$ cat config.mk
export PLATFORM = sky130hd
export DESIGN_NAME = heartbeat_link_supervisor
export DESIGN_NICKNAME = d
export VERILOG_FILES = /design/src/hls_pkg.sv /design/src/hls_cfg_regs.sv /design/src/hls_link_state.sv /design/src/heartbeat_link_supervisor.sv
export VERILOG_INCLUDE_DIRS = /design/src /design/src/src
export SDC_FILE = /design/constraint.sdc
export NUM_CORES = 1
export LEC_CHECK = 0
export BUFFER_PORTS_ARGS = -buffer_cell sky130_fd_sc_hd__buf_2
export CELL_PAD_IN_SITES_DETAIL_PLACEMENT = 1
export CELL_PAD_IN_SITES_GLOBAL_PLACEMENT = 2
export CORE_MARGIN = 5
export CORE_UTILIZATION = 41
export CTS_BUF_LIST = sky130_fd_sc_hd__clkbuf_4
export DETAILED_ROUTE_END_ITERATION = 7
export PLACE_DENSITY_LB_ADDON = 0.05
export SYNTH_ARGS = -nofsm -noshare
export SYNTH_HDL_FRONTEND = slang
export SYNTH_SLANG_ARGS = --single-unit
$ cat constraint.sdc
create_clock -name clk -period 4.26 [get_ports clk]
set_clock_uncertainty 0.15 [all_clocks]
set_input_delay 0.426 -clock clk [delete_from_list [all_inputs] [get_ports clk]]
set_output_delay 0.426 -clock clk [all_outputs]
set_load 0.01 [all_outputs]
$ cat src/heartbeat_link_supervisor_macros.svh
// Assertion macros shared by the heartbeat link supervisor RTL.
`ifndef HEARTBEAT_LINK_SUPERVISOR_MACROS_SVH
`define HEARTBEAT_LINK_SUPERVISOR_MACROS_SVH

// Same-cycle implication, disabled while reset is asserted.
`define HLS_ASSERT_NOW(label, clk, rst_n, ante, cons) \
	label: assert property (@(posedge clk) disable iff (!(rst_n)) (ante) |-> (cons)) \
		else $error("heartbeat link supervisor: same-cycle property violated");

// Next-cycle implication, disabled while reset is asserted.
`define HLS_ASSERT_NEXT(label, clk, rst_n, ante, cons) \
	label: assert property (@(posedge clk) disable iff (!(rst_n)) (ante) |=> (cons)) \
		else $error("heartbeat link supervisor: next-cycle property violated");

`endif

$ cat src/hls_pkg.sv
// Types, codes and defaults shared by the heartbeat link supervisor.
`default_nettype none

package hls_pkg;

	localparam int COUNT_WIDTH_DEF = 16;
	localparam int CFG_W = 16;
	localparam int CFG_INDEX_W = 2;

	localparam logic [CFG_INDEX_W-1:0] CFG_TIMEOUT_LIMIT = 2'd0;
	localparam logic [CFG_INDEX_W-1:0] CFG_HEARTBEAT_PERIOD = 2'd1;
	localparam logic [CFG_INDEX_W-1:0] CFG_LINK_RETRY_PERIOD = 2'd2;

	localparam logic [CFG_W-1:0] TIMEOUT_LIMIT_RST = 16'd300;
	localparam logic [CFG_W-1:0] HEARTBEAT_PERIOD_RST = 16'd100;
	localparam logic [CFG_W-1:0] LINK_RETRY_PERIOD_RST = 16'd100;

	localparam logic REQ_TICK = 1'b0;
	localparam logic REQ_MSG = 1'b1;

	localparam logic [7:0] FUNC_COMMAND = 8'h01;
	localparam logic [7:0] FUNC_HEARTBEAT = 8'h02;
	localparam logic [7:0] CMD_LINK = 8'h06;

	typedef enum logic [1:0] {
		TX_NONE = 2'd0,
		TX_HEART = 2'd1,
		TX_LINK_REQ = 2'd2,
		TX_LINK_RSP = 2'd3
	} tx_action_t;

	typedef struct packed {
		logic req_type;
		logic [7:0] func_code;
		logic [7:0] cmd_code;
	} req_t;

	typedef struct packed {
		tx_action_t tx_action;
		logic is_linked;
		logic heard_peer;
	} rsp_t;

	typedef struct packed {
		logic [CFG_W-1:0] timeout_limit;
		logic [CFG_W-1:0] heartbeat_period;
		logic [CFG_W-1:0] link_retry_period;
	} cfg_t;

endpackage

`default_nettype wire

$ cat src/hls_cfg_regs.sv
// Configuration register file of the heartbeat link supervisor.
`default_nettype none

module hls_cfg_regs
	import hls_pkg::*;
(
	input wire logic clk,
	input wire logic arst_n,
	input wire logic cfg_valid,
	output logic cfg_ready,
	input wire logic [CFG_INDEX_W-1:0] cfg_index,
	input wire logic [CFG_W-1:0] cfg_data,
	output cfg_t cfg
);

	cfg_t cfg_q;

	assign cfg_ready = 1'b1;
	assign cfg = cfg_q;

	always_ff @(posedge clk or negedge arst_n) begin
		if (!arst_n) begin
			cfg_q.timeout_limit <= TIMEOUT_LIMIT_RST;
			cfg_q.heartbeat_period <= HEARTBEAT_PERIOD_RST;
			cfg_q.link_retry_period <= LINK_RETRY_PERIOD_RST;
		end else if (cfg_valid && cfg_ready) begin
			unique case (cfg_index)
				CFG_TIMEOUT_LIMIT: cfg_q.timeout_limit <= cfg_data;
				CFG_HEARTBEAT_PERIOD: cfg_q.heartbeat_period <= cfg_data;
				CFG_LINK_RETRY_PERIOD: cfg_q.link_retry_period <= cfg_data;
				default: cfg_q <= cfg_q;
			endcase
		end
	end

endmodule

`default_nettype wire

$ cat src/hls_link_state.sv
// Link flags, idle/beat/retry counters and the per-item update logic.
`default_nettype none

`include "heartbeat_link_supervisor_macros.svh"

module hls_link_state
	import hls_pkg::*;
#(
	parameter int COUNT_WIDTH = COUNT_WIDTH_DEF
) (
	input wire logic clk,
	input wire logic arst_n,
	input wire logic step_en,
	input wire req_t req,
	input wire cfg_t cfg,
	output rsp_t rsp
);

	localparam int CMP_W = (COUNT_WIDTH > CFG_W) ? COUNT_WIDTH : CFG_W;
	localparam logic [COUNT_WIDTH-1:0] COUNT_MAX = {COUNT_WIDTH{1'b1}};

	logic seen_q;
	logic link_q;
	logic [COUNT_WIDTH-1:0] idle_q;
	logic [COUNT_WIDTH-1:0] beat_q;
	logic [COUNT_WIDTH-1:0] retry_q;

	logic seen_d;
	logic link_d;
	logic [COUNT_WIDTH-1:0] idle_d;
	logic [COUNT_WIDTH-1:0] beat_d;
	logic [COUNT_WIDTH-1:0] retry_d;
	tx_action_t act;

	logic [COUNT_WIDTH-1:0] idle_inc;
	logic [COUNT_WIDTH-1:0] beat_inc;
	logic [COUNT_WIDTH-1:0] retry_inc;
	logic idle_over;
	logic beat_over;
	logic retry_over;

	assign idle_inc = (idle_q == COUNT_MAX) ? idle_q : idle_q + 1'b1;
	assign beat_inc = (beat_q == COUNT_MAX) ? beat_q : beat_q + 1'b1;
	assign retry_inc = (retry_q == COUNT_MAX) ? retry_q : retry_q + 1'b1;

	assign idle_over = CMP_W'(idle_inc) > CMP_W'(cfg.timeout_limit);
	assign beat_over = CMP_W'(beat_inc) > CMP_W'(cfg.heartbeat_period);
	assign retry_over = CMP_W'(retry_inc) > CMP_W'(cfg.link_retry_period);

	always_comb begin
		seen_d = seen_q;
		link_d = link_q;
		idle_d = idle_q;
		beat_d = beat_q;
		retry_d = retry_q;
		act = TX_NONE;
		if (req.req_type == REQ_MSG) begin
			if (req.func_code == FUNC_COMMAND) begin
				idle_d = '0;
				if (req.cmd_code == CMD_LINK && seen_q) begin
					link_d = 1'b1;
					act = TX_LINK_RSP;
				end
			end else if (req.func_code == FUNC_HEARTBEAT) begin
				seen_d = 1'b1;
				idle_d = '0;
			end
		end else if (seen_q) begin
			priority if (idle_over) begin
				seen_d = 1'b0;
				link_d = 1'b0;
				idle_d = '0;
				beat_d = '0;
				retry_d = '0;
			end else if (link_q) begin
				idle_d = idle_inc;
				beat_d = beat_over ? '0 : beat_inc;
				act = beat_over ? TX_HEART : TX_NONE;
			end else begin
				idle_d = idle_inc;
				retry_d = retry_over ? '0 : retry_inc;
				act = retry_over ? TX_LINK_REQ : TX_NONE;
			end
		end
	end

	assign rsp.tx_action = act;
	assign rsp.is_linked = link_d;
	assign rsp.heard_peer = seen_d;

	always_ff @(posedge clk or negedge arst_n) begin
		if (!arst_n) begin
			seen_q <= 1'b0;
			link_q <= 1'b0;
			idle_q <= '0;
			beat_q <= '0;
			retry_q <= '0;
		end else if (step_en) begin
			seen_q <= seen_d;
			link_q <= link_d;
			idle_q <= idle_d;
			beat_q <= beat_d;
			retry_q <= retry_d;
		end
	end

	`HLS_ASSERT_NOW(a_link_needs_seen, clk, arst_n, link_q, seen_q)
	`HLS_ASSERT_NEXT(a_tick_unheard_idle, clk, arst_n,
		step_en && req.req_type == REQ_TICK && !seen_q,
		$stable({seen_q, link_q, idle_q, beat_q, retry_q}))
	`HLS_ASSERT_NEXT(a_heartbeat_marks_seen, clk, arst_n,
		step_en && req.req_type == REQ_MSG && req.func_code == FUNC_HEARTBEAT,
		seen_q && idle_q == '0)

endmodule

`default_nettype wire

$ cat src/heartbeat_link_supervisor.sv
// Top level of the heartbeat link supervisor: channel registers and wiring.
//
// Usage:
//   in channel  (in_valid/in_ready/in_data): one item per timer tick or per
//     received message header (req_type, func_code, cmd_code).
//   out channel (out_valid/out_ready/out_data): exactly one result item per
//     input item: tx_action plus the link and heard flags after the item.
//   cfg channel (cfg_valid/cfg_ready/cfg_index/cfg_data): writes the timeout
//     limit, heartbeat period and link retry period; always ready, write only
//     while no item is in flight. Indexes beyond the list are dropped.
//   Path: an accepted item passes the input register, then the result
//     register; while out_ready is low it may wait in the input register.
//   Throughput: one item per cycle while out_ready stays high; the state
//     update is combinational between the input and result registers.
//   Reset: arst_n clears flags, counters and the valid bits of both
//     registers; the config registers return to 300 / 100 / 100.
//   Stall: while out_ready is low the result holds, the input register
//     holds one more item, then in_ready drops.
`default_nettype none

`include "heartbeat_link_supervisor_macros.svh"

module heartbeat_link_supervisor
	import hls_pkg::*;
#(
	parameter int COUNT_WIDTH = COUNT_WIDTH_DEF
) (
	input wire logic clk,
	input wire logic arst_n,
	input wire logic in_valid,
	output logic in_ready,
	input wire req_t in_data,
	output logic out_valid,
	input wire logic out_ready,
	output rsp_t out_data,
	input wire logic cfg_valid,
	output logic cfg_ready,
	input wire logic [CFG_INDEX_W-1:0] cfg_index,
	input wire logic [CFG_W-1:0] cfg_data
);

	logic valid_s1;
	req_t req_s1;
	logic out_valid_q;
	rsp_t out_data_q;
	logic advance;
	logic step_en;
	cfg_t cfg;
	rsp_t rsp_next;

	assign advance = !out_valid_q || out_ready;
	assign in_ready = !valid_s1 || advance;
	assign step_en = valid_s1 && advance;
	assign out_valid = out_valid_q;
	assign out_data = out_data_q;

	hls_cfg_regs u_cfg (
		.clk(clk),
		.arst_n(arst_n),
		.cfg_valid(cfg_valid),
		.cfg_ready(cfg_ready),
		.cfg_index(cfg_index),
		.cfg_data(cfg_data),
		.cfg(cfg)
	);

	hls_link_state #(
		.COUNT_WIDTH(COUNT_WIDTH)
	) u_state (
		.clk(clk),
		.arst_n(arst_n),
		.step_en(step_en),
		.req(req_s1),
		.cfg(cfg),
		.rsp(rsp_next)
	);

	always_ff @(posedge clk or negedge arst_n) begin
		if (!arst_n) begin
			valid_s1 <= 1'b0;
			out_valid_q <= 1'b0;
		end else begin
			if (in_ready) begin
				valid_s1 <= in_valid;
			end
			if (advance) begin
				out_valid_q <= valid_s1;
			end
		end
	end

	always_ff @(posedge clk) begin
		if (in_valid && in_ready) begin
			req_s1 <= in_data;
		end
		if (step_en) begin
			out_data_q <= rsp_next;
		end
	end

	`HLS_ASSERT_NOW(a_rsp_linked, clk, arst_n,
		out_valid_q && (out_data_q.tx_action == TX_LINK_RSP
			|| out_data_q.tx_action == TX_HEART),
		out_data_q.is_linked)
	`HLS_ASSERT_NOW(a_req_unlinked, clk, arst_n,
		out_valid_q && out_data_q.tx_action == TX_LINK_REQ,
		out_data_q.heard_peer && !out_data_q.is_linked)
	`HLS_ASSERT_NEXT(a_step_fills_out, clk, arst_n, step_en, out_valid_q)

endmodule

`default_nettype wire
=== Word-level counts from Yosys, hierarchy flattened ===
Index checks and enable logic that the tools add are counted.
W data, S select, Z words.

* Equality and inequality tests: 10
* Muxes and demuxes: 32
* Bitwise operators: 1
* Order comparisons: 3
* Reduce and logical (&&, ||, !) cells: 16
* $add $sub $neg: 3

{| class="wikitable"
|+ Operators with widths
! cell !! number
|-
| $mux W16 || 14
|-
| $add A16 B1 Y16 const B || 3
|-
| $eq A16 B16 Y1 const B || 3
|-
| $gt A16 B16 Y1 || 3
|-
| $mux W2 || 7
|-
| $mux W1 || 11
|-
| $eq A8 B1 Y1 const B || 1
|-
| $eq A8 B2 Y1 const B || 1
|-
| $eq A8 B3 Y1 const B || 1
|-
| $reduce_and A4 Y1 || 2
|-
| $reduce_and A2 Y1 || 3
|-
| $reduce_bool A2 Y1 || 2
|-
| $logic_and A1 B1 Y1 || 3
|-
| $ne A3 B1 Y1 const B || 1
|-
| $reduce_and A3 Y1 || 1
|-
| $eq A2 B1 Y1 const B || 1
|-
| $eq A2 B2 Y1 const B || 1
|-
| $logic_not A1 Y1 || 2
|-
| $logic_not A2 Y1 || 1
|-
| $logic_or A1 B1 Y1 || 2
|-
| $ne A2 B2 Y1 const B || 1
|-
| $not A1 Y1 || 1
|}

* Register bits after elaboration: 121
* Output and inout bits: 7
* Input bits: 40

=== Depth between registers and ports, before layout ===
Gate-level depths: netlist of run 1.

* Word-level depth: 8
* Gate-level depth with buffers: 18
* Depth with buffers taken out: 15

=== Modules after synthesis ===
A second synthesis of run 1 with hierarchy kept.

* Cell total of the unflattened synthesis: 657
* Area total of the unflattened synthesis: 6990.5 um2

{| class="wikitable"
|+ By module, submodules not included
! module !! times used !! cells an instance !! area each (um2)
|-
| hls_link_state || 1 || 524 || 4416.7
|-
| hls_cfg_regs || 1 || 104 || 1839.3
|-
| heartbeat_link_supervisor || 1 || 29 || 734.5
|}

=== Worst setup path after synthesis of run 1 ===
Ideal clock, no wire load.

* Path kind: flip-flop to flip-flop
* Start point: register u_state.retry_q[3]
* End point: register u_state.retry_q[4]
* Stages on the path, launching flop included: 17
* Arrival time: 3709 ps
* Slack: 319 ps
* Required time: 4028 ps
* Clock period less this slack: 3941 ps
* Path buffers: 3
* Cells stage by stage: dfrtp_1 -> buf_2 -> and4_1 -> clkbuf_1 -> and4_1 -> a21boi_1 -> a31oi_1 -> or2_2 -> ha_1 -> a21oi_1 -> nor2_1 -> or3_1 -> a2111o_1 -> a21oi_2 -> buf_4 -> nand3_1 -> a31oi_1

* Cells in the longest elaborated chain, start to end: 6
* Elaborated cells on any way between the ends: 7

{| class="wikitable"
|+ Ends and longest elaborated chain
! element !! line !! source
|-
| from (decl) || hls_link_state.sv:26 || <nowiki>logic [COUNT_WIDTH-1:0] retry_q;</nowiki>
|-
| from (signal assigned) || hls_link_state.sv:103 || <nowiki>retry_q <= retry_d;</nowiki>
|-
| $add A16 B1 Y16 / $eq A16 B16 Y1 (equally long branches) || hls_link_state.sv:44 || <nowiki>assign retry_inc = (retry_q == COUNT_MAX) ? retry_q : retry_q + 1'b1;</nowiki>
|-
| $mux W16 (*) || hls_link_state.sv:44 ||
|-
| $gt A16 B16 Y1 || hls_link_state.sv:48 || <nowiki>assign retry_over = CMP_W'(retry_inc) > CMP_W'(cfg.link_retry_period);</nowiki>
|-
| $mux W16 (*) || hls_link_state.sv:81 || <nowiki>retry_d = retry_over ? '0 : retry_inc;</nowiki>
|-
| $mux W16 (*) || hls_link_state.sv:75 || <nowiki>end else if (link_q) begin</nowiki>
|-
| $mux W16 (*) || hls_link_state.sv:69 || <nowiki>priority if (idle_over) begin</nowiki>
|}

Every way passes the cells marked *; elsewhere a longest branch is shown, timed or not. The select of a mux whose other input is x is not followed.
A chain may end at the register's enable or synchronous reset.

=== Worst setup path after layout of run 1 ===
* Start point: register u_state.idle_q[1]
* End point: register u_state.beat_q[1]

* Cells in the longest elaborated chain, start to end: 5
* Elaborated cells on any way between the ends: 7

{| class="wikitable"
|+ Ends and longest elaborated chain
! element !! line !! source
|-
| from (decl) || hls_link_state.sv:24 || <nowiki>logic [COUNT_WIDTH-1:0] idle_q;</nowiki>
|-
| from (signal assigned) || hls_link_state.sv:101 || <nowiki>idle_q <= idle_d;</nowiki>
|-
| $add A16 B1 Y16 / $eq A16 B16 Y1 (equally long branches) || hls_link_state.sv:42 || <nowiki>assign idle_inc = (idle_q == COUNT_MAX) ? idle_q : idle_q + 1'b1;</nowiki>
|-
| $mux W16 (*) || hls_link_state.sv:42 ||
|-
| $gt A16 B16 Y1 (*) || hls_link_state.sv:46 || <nowiki>assign idle_over = CMP_W'(idle_inc) > CMP_W'(cfg.timeout_limit);</nowiki>
|-
| $reduce_bool A2 Y1 (no source line) || n/a ||
|-
| $reduce_and A4 Y1 (no source line) || n/a ||
|-
| to (signal assigned) || hls_link_state.sv:102 || <nowiki>beat_q <= beat_d;</nowiki>
|-
| to (decl) || hls_link_state.sv:25 || <nowiki>logic [COUNT_WIDTH-1:0] beat_q;</nowiki>
|}

Every way passes the cells marked *; elsewhere a longest branch is shown, timed or not.

==> flow_summary_export.csv, run 1 <==
group,metric,value,unit
die,die_y,141.1,um
sta,clock.fmax,240.3,MHz
yosys,ys_ff_latch,121,
run,cap_viol_max_count,0,
routing,wl,19950,um
yosys,async_flop_share,0.8264,
die,die_w,141.1,um
sta,fin_tns_setup,0,ns
final_layout,stdcell_area,0.008627,mm^2
sta,rsz0062_at_grt,"true",
sta,hold-worst-slack,0.03414,ns
worst_setup_path,crit_path_max_incr_delay,0.58,ns
power_and_ir_drop,power,0.003491,W
yosys,syn_avg_cell_area,9.767,um^2
die,start_util,0.4129,
yosys,syn_nets,812,
grt,antenna_found_initial,1,
worst_setup_path,critPathSlowestCell,"or4b_4",
routing,vias,5903,
grt,grt_overflow,0,
power_and_ir_drop,power_density,404.7,mW/mm^2
yosys,synth-main-ff-cell,"dfrtp_1",
min_path,min_path_type,"primary input to flip-flop",
yosys,yosys.area.top_type_share,0.3198,
min_path,hold_path_startpoint,"cfg_data[9]",
worst_setup_path,path_cells,"ha_2, nand3_2, or4b_4, nor3_4, buf_6, nor2_1, nand3_2, xnor2_1, ha_1, nand4_1, nor4_4, o21ai_2, nand3_4, a2111oi_4, buf_6, buf_12, a311o_1, a32o_1",
placement,dpl.hpwl,14620,um
sta,worst_slew_pin_slew,1.314,ns
power_and_ir_drop,pwr-share-comb,0.303,
routing,postRouteAntennaNets,0,
routing,wl_per_cell,18.54,um
min_path,whs_path_depth,3,
clock_network,clock_latency,0.54,ns
power_and_ir_drop,p_leak,3.973,nW
worst_setup_path,r2r_slack,0.1,ns
die,pin_count,47,
grt,grt_pass1_vias,6274,
worst_setup_path,worstPathArrival,4.45,ns
worst_setup_path,cp_num_buf_inv,3,
clock_network,cts.clk_slew.worst_paths,0.12,ns
clock_network,cts_tree,"built",
sta,timing.slew.headroom,0.1181,
worst_setup_path,reg2reg_depth,18,
yosys,netlist_instances,721,
routing,firstDrtPassIters,4,
worst_setup_path,worst-path-max-fanout,6,
yosys,ys_types,64,
power_and_ir_drop,p_seq_frac,0.434,
yosys,synth_seq_area_share,0.4467,
yosys,synth.most_common_cell,"dfrtp_1",
sta,post-route-min-period,4.162,ns
placement,io_buffer_count,45,
final_layout,area_growth,22.51,%
worst_setup_path,r2r-end,"u_state.beat_q[1]",
clock_network,cts_inserted_buffers,17,
worst_setup_path,cp-end-kind,"flip-flop",
power_and_ir_drop,p_switching,0.001234,W
die,die_area,0.01990,mm^2
grt,grt_max_degree,45,
yosys,yosysTopAreaCell,"dfrtp_1",
yosys,synth.area.top_cells,"dfrtp_1 (32%), ha_1 (9.1%), edfxtp_1 (9.0%)",
sta,finalCritPeriodShare,0.9769,
routing,drc,0,
die,rows,48,
worst_setup_path,reg2reg_from,"u_state.idle_q[1]",
worst_setup_path,cp_top_family,"simple AND/OR/NAND/NOR gates",
routing,drt-initial-drc-count,259,
worst_setup_path,worst_ep_required_time,4.55,ns
power_and_ir_drop,ir_worst_vdd,0.2117,mV
grt,grt_pass1_wl,32080,um
routing,avgViaCountPerCell,5.486,
sta,final-max-slew-violation-count,0,
worst_setup_path,crit_type,"flip-flop to flip-flop",
grt,track_usage,0.2027,
final_layout,drive_gt1_frac,0.2459,
clock_network,cts.path.max_buffers,2,
clock_network,cts_sinks,121,
power_and_ir_drop,p_clk_frac,0.263,
yosys,synth_edf_count,21,
yosys,ys_top_cells_by_count,"dfrtp_1 (90), inv_1 (73), nand2_1 (71)",
status,status,"complete, no violations",
yosys,netlist_area,0.007042,mm^2
power_and_ir_drop,netSwitchingFraction,0.3534,
clock_network,root_buffer,"clkbuf_4",
min_path,min_to,"u_cfg.cfg[41]",
power_and_ir_drop,internal-power,0.002257,W
worst_setup_path,cp-start-kind,"flip-flop",
placement,placed_cell_area,0.007649,mm^2
final_layout,nets,928,
sta,final_hold_viol_count,0,
placement,gp_congestion,0.8583,
clock_network,htreeDepth,4,
yosys,ys_warn_count,0,
sta,setup_viol,0,
die,fp.coreArea,0.01706,mm^2
registers in the layout, summed over array words and instances, names as in the netlist:
| register | cells |
|---|---|
| u_state.idle_q | 16 |
| out_data | 4 |
| u_state.retry_q | 16 |
| u_cfg.cfg | 48 |
| u_state.beat_q | 16 |
| u_state.link_q | 1 |
| valid_s1 | 1 |
| req_s1 | 17 |
| u_state.seen_q | 1 |
| out_valid | 1 |
metal layers:
layer,GRT usage,up-vias,share of wire
li1,-,2810,-
met1,0.2619,2979,0.45
met2,0.3498,89,0.51
met3,0.03290,25,0.030
met4,0.06119,0,0.016
met5,0,-,0
tightest hold or removal path, stage by stage:
cell	delay, ns
buf_2	0.14
nand2_1	0.05
o21ai_0	0.07
worst max path at each step:
stage                       start  depth (start not counted)                   to  slack [ns]
2_1_floorplan  u_state.retry_q[3]                         16   u_state.retry_q[4]        0.32
3_3_place_gp    u_state.idle_q[1]                         16    u_state.beat_q[7]      -0.001
3_5_place_dp    u_state.idle_q[1]                         16   u_state.retry_q[5]       -0.14
4_1_cts        u_state.retry_q[4]                         14  u_state.retry_q[11]        0.02
5_1_grt         u_state.idle_q[1]                         18    u_state.beat_q[5]       -0.06
6_report        u_state.idle_q[1]                         18    u_state.beat_q[1]         0.1
kinds of logic after synthesis:
group	Yosys count	synth area share
AO/OA/AOI/OAI	162	0.1480
XOR/XNOR	25	0.03109
adder cells (fa/ha/maj)	51	0.09062
buffers and inverters	93	0.05419
flip-flops	121	0.4467
multiplexers	40	0.06343
other	1	0.0005325
AND/OR/NAND/NOR	228	0.1654
power by group through the flow:
stage | clock network, W | logic [W] | registers [W]
4_1_cts | 0.000947 | 0.00102 | 0.00151
5_1_grt | 0.00100 | 0.00120 | 0.00154
2_1_floorplan | 0 | 0.000686 | 0.00150
3_5_place_dp | 0 | 0.000990 | 0.00154
6_report | 0.000920 | 0.00106 | 0.00152
3_3_place_gp | 0 | 0.000933 | 0.00152
per-stage QoR:
stage	setup WS [ns]	util	instances
final	0.09839	0.5058	1076
after global routing	-0.06396	0.5058	1076
after CTS	0.02005	0.4851	1056
after detailed placement	-0.1404	0.4484	996
after global placement	-0.001455	0.4484	996
after floorplan	0.3193	-	721
layout by cell type, fill, tap and decap left out, types with 4 or more instances in the layout:
master and instances:
nand2_2 4, or2_2 5, dfstp_2 10, xnor2_1 12, mux2_2 37, edfxtp_1 21
dfrtp_1 89, clkbuf_4 17, a41o_1 4, clkinv_4 5, a21oi_1 39, nor2_1 38
nand2b_1 8, a21o_1 4, a22o_1 15, nor4_1 4, nand3b_1 4, buf_6 4
inv_1 73, nand3_1 26, buf_4 34, dlygate4sd3_1 28, ha_1 50, nand2_1 68
xor2_1 13, nor3_1 8, buf_12 4, buf_2 45, o211ai_1 6, inv_6 5
and3_1 12, nand4_1 10, a31oi_1 18, or3_1 6, o21ai_0 48, and2_1 5
timing repair:
| item | in CTS | in global routing |
|---|---|---|
| buffers inserted | 0 | 17 |
| gates resized for setup | 5 | 34 |
| hold endpoints to repair | 52 | 0 |
| pin swaps | 0 | 20 |
| cloned | 0 | 2 |
| endpoints found under the setup margin | 27 | 32 |
| hold buffers | 28 | 0 |
final cells by class:
type,count,area [um^2]
multi-input cells,507,3670
diodes,1,2.502
flip-flops and latches,121,3147
well taps,225,281.5
clock buffers,17,127.6
inverters,73,274.0
repair buffers,117,935.9
fillers,1957,8429
clock inverters,15,188.9
(Power assumes the default switching activity.)
==> run 2, diff against run 1 <==
--- a/config.mk
+++ b/config.mk
@@ -13,6 +13,7 @@
 export CORE_UTILIZATION = 41
 export CTS_BUF_LIST = sky130_fd_sc_hd__clkbuf_4
 export DETAILED_ROUTE_END_ITERATION = 7
+export GPL_TIMING_DRIVEN = 0
 export PLACE_DENSITY_LB_ADDON = 0.05
 export SYNTH_ARGS = -nofsm -noshare
 export SYNTH_HDL_FRONTEND = slang
==> flow_summary_export.csv, run 2 (synthesis gave the netlist of run 1 again) <==
group,metric,value,unit
clock_network,root_buffer,"clkbuf_4",
power_and_ir_drop,ir_worst_vdd,0.2434,mV
run,cap_viol_max_count,0,
routing,avgViaCountPerCell,5.376,
clock_network,cts.clk_slew.worst_paths,0.14,ns
routing,firstDrtPassIters,4,
routing,vias,5908,
sta,post-route-min-period,4.157,ns
grt,grt_pass1_vias,6224,
routing,routed.top_layer,"met4",
power_and_ir_drop,netSwitchingFraction,0.3749,
power_and_ir_drop,internal-power,0.002200,W
worst_setup_path,critPathSlowestCell,"or4b_4",
placement,dp_cells,992,
sta,fin_ws,0.1032,ns
worst_setup_path,crit_type,"flip-flop to flip-flop",
sta,clock.fmax,240.6,MHz
routing,wl_met3,498,um
sta,setup_viol,0,
die,fp.coreArea,0.01706,mm^2
power_and_ir_drop,p_leak,4.056,nW
final_layout,nets,950,
die,die_area,0.01990,mm^2
final_layout,fillers,1920,
placement,dpl_worst_slack,-0.6377,ns
die,start_util,0.4129,
final_layout,largest_register_ffs,48,
final_layout,area_growth,26.58,%
routing,detailroute.wirelength.met2,10410,um
grt,grt_max_degree,60,
min_path,min_path_type,"primary input to flip-flop",
final_layout,layout_common_cells,"dfrtp_1 (85), inv_1 (73), nand2_1 (68)",
sta,final_hold_viol_count,0,
power_and_ir_drop,power,0.003520,W
clock_network,htreeDepth,4,
worst_setup_path,cp_top_family,"simple AND/OR/NAND/NOR gates",
die,pin_count,47,
routing,postRouteAntennaNets,0,
final_layout,drive_gt1_frac,0.2706,
grt,grt_overflow,0,
clock_network,clock_latency,0.57,ns
routing,wl_per_cell,18.41,um
placement,io_buffer_count,45,
placement,dpl.hpwl,14580,um
clock_network,cts_tree,"built",
power_and_ir_drop,p_seq_frac,0.430,
worst_setup_path,worst-path-max-fanout,6,
sta,final-max-slew-violation-count,0,
power_and_ir_drop,p_switching,0.001320,W
worst_setup_path,crit_path_max_incr_delay,0.56,ns
placement,gp_congestion,0.8100,
routing,drc,0,
final_layout,final_cells,1099,
power_and_ir_drop,p_clk_frac,0.251,
routing,drt-initial-drc-count,240,
worst_setup_path,worstPathArrival,4.51,ns
worst_setup_path,worst_ep_required_time,4.61,ns
worst_setup_path,cp_num_buf_inv,6,
die,rows,48,
final_layout,final_common_cell,"dfrtp_1",
worst_setup_path,cp-end-kind,"flip-flop",
worst_setup_path,cpMostUsedCell,"buf_12",
clock_network,cts_sinks,121,
grt,track_usage,0.2046,
power_and_ir_drop,power_density,394.9,mW/mm^2
status,status,"complete, no violations",
sta,worst_slew_pin_slew,0.7571,ns
sta,finalCritPeriodShare,0.9758,
routing,wl,20230,um
routing,wl_met1,8931,um
clock_network,cts_inserted_buffers,17,
power_and_ir_drop,pwr-share-comb,0.319,
clock_network,cts.path.max_buffers,2,
worst_setup_path,path_cells,"ha_2, nand3_2, or4b_4, nor3_4, buf_6, nor4_2, xor2_1, ha_1, nand2_2, nor4_4, buf_4, nand2_8, a2111oi_4, buf_4, buf_12, buf_12, buf_12, a21oi_1, a21oi_1",
sta,rsz0062_at_grt,"true",
sta,timing.slew.headroom,0.4953,
worst_setup_path,cp-start-kind,"flip-flop",
grt,grt_pass1_wl,31940,um
die,die_w,141.1,um
die,die_y,141.1,um
grt,antenna_found_initial,1,
-- run 2: cell count changes in the layout (fill, tap and decap cells not counted), sizes merged --
cell         change
clkbuf           +8
dlygate4sd3      +8
buf              +6
inv              +6
clkinv           -4
bufinv           -2
diode            +1
-- run 2: stage by stage --
stage	cell area [um^2]	hold WS, ns	utilization	TNS, ns
2_1_floorplan	7042	-0.01959	-	0
3_3_place_gp	7548	0.3245	0.4426	-19.72
3_5_place_dp	7579	0.3187	0.4443	-21.96
4_1_cts	8453	0.004037	0.4956	0
5_1_grt	8914	0.01049	0.5226	-0.8079
6_report	8914	0.04419	0.5226	0
-- run 2: timing repair --
| item | in CTS | in global routing |
|---|---|---|
| endpoints found under the hold margin | 85 | 1 |
| resized for setup | 24 | 56 |
| setup buffers | 18 | 22 |
| pin swaps | 9 | 35 |
| hold buffers | 35 | 1 |
| cloned | 0 | 2 |
| endpoints found under the setup margin | 48 | 48 |
-- run 2: worst reg2reg max path, stage by stage (launching register included) --
cell       delay [ns]
dfrtp_1          0.39
ha_2             0.19
nand3_2          0.12
or4b_4           0.56
nor3_4           0.28
buf_6            0.18
nor4_2           0.05
xor2_1           0.18
ha_1             0.30
nand2_2          0.08
nor4_4           0.28
buf_4            0.19
nand2_8          0.07
a2111oi_4        0.34
buf_4            0.20
buf_12           0.11
buf_12           0.11
buf_12           0.11
a21oi_1          0.06
a21oi_1          0.12
-- run 2: path summary, 6_finish.rpt --
kind                       slack, ns  depth (start not counted)         startpoint                  end
max                             0.10                         19  u_state.idle_q[1]    u_state.beat_q[5]
min                             0.04                          2       cfg_data[13]        u_cfg.cfg[13]
max reg2reg                     0.10                         19  u_state.idle_q[1]    u_state.beat_q[5]
min reg2reg                     0.37                          1       u_cfg.cfg[1]         u_cfg.cfg[1]
max in group asynchronous       2.97                          3             arst_n        u_cfg.cfg[22]
min in group asynchronous       0.24                          2             arst_n  u_state.retry_q[14]
-- run 2: cell type report --
type,instances,area [um^2],share of cell area
flip-flops and latches,121,3152,0.3536
repair buffers,122,963.4,0.1081
well taps,225,281.5,0.03158
clock inverters,15,171.4,0.01923
plain buffers,17,133.9,0.01502
inverters,73,274.0,0.03074
clock buffers,17,127.6,0.01432
diodes,2,5.005,0.0005615
multi-input cells,507,3805,0.4269
-- run 2: metal layers --
metal | global-route usage | vias up
met5 | 0 | -
met4 | 0.06527 | 0
met3 | 0.03765 | 25
met2 | 0.3579 | 69
met1 | 0.2562 | 2945
li1 | - | 2869
-- run 2: power groups by stage --
stage	Sequential [W]	Combinational, W	Clock, W
after CTS	0.00151	0.00104	0.000909
after floorplan	0.00150	0.000686	0
final	0.00151	0.00112	0.000884
after global routing	0.00154	0.00127	0.000959
after global placement	0.00153	0.000905	0
after detailed placement	0.00154	0.000969	0
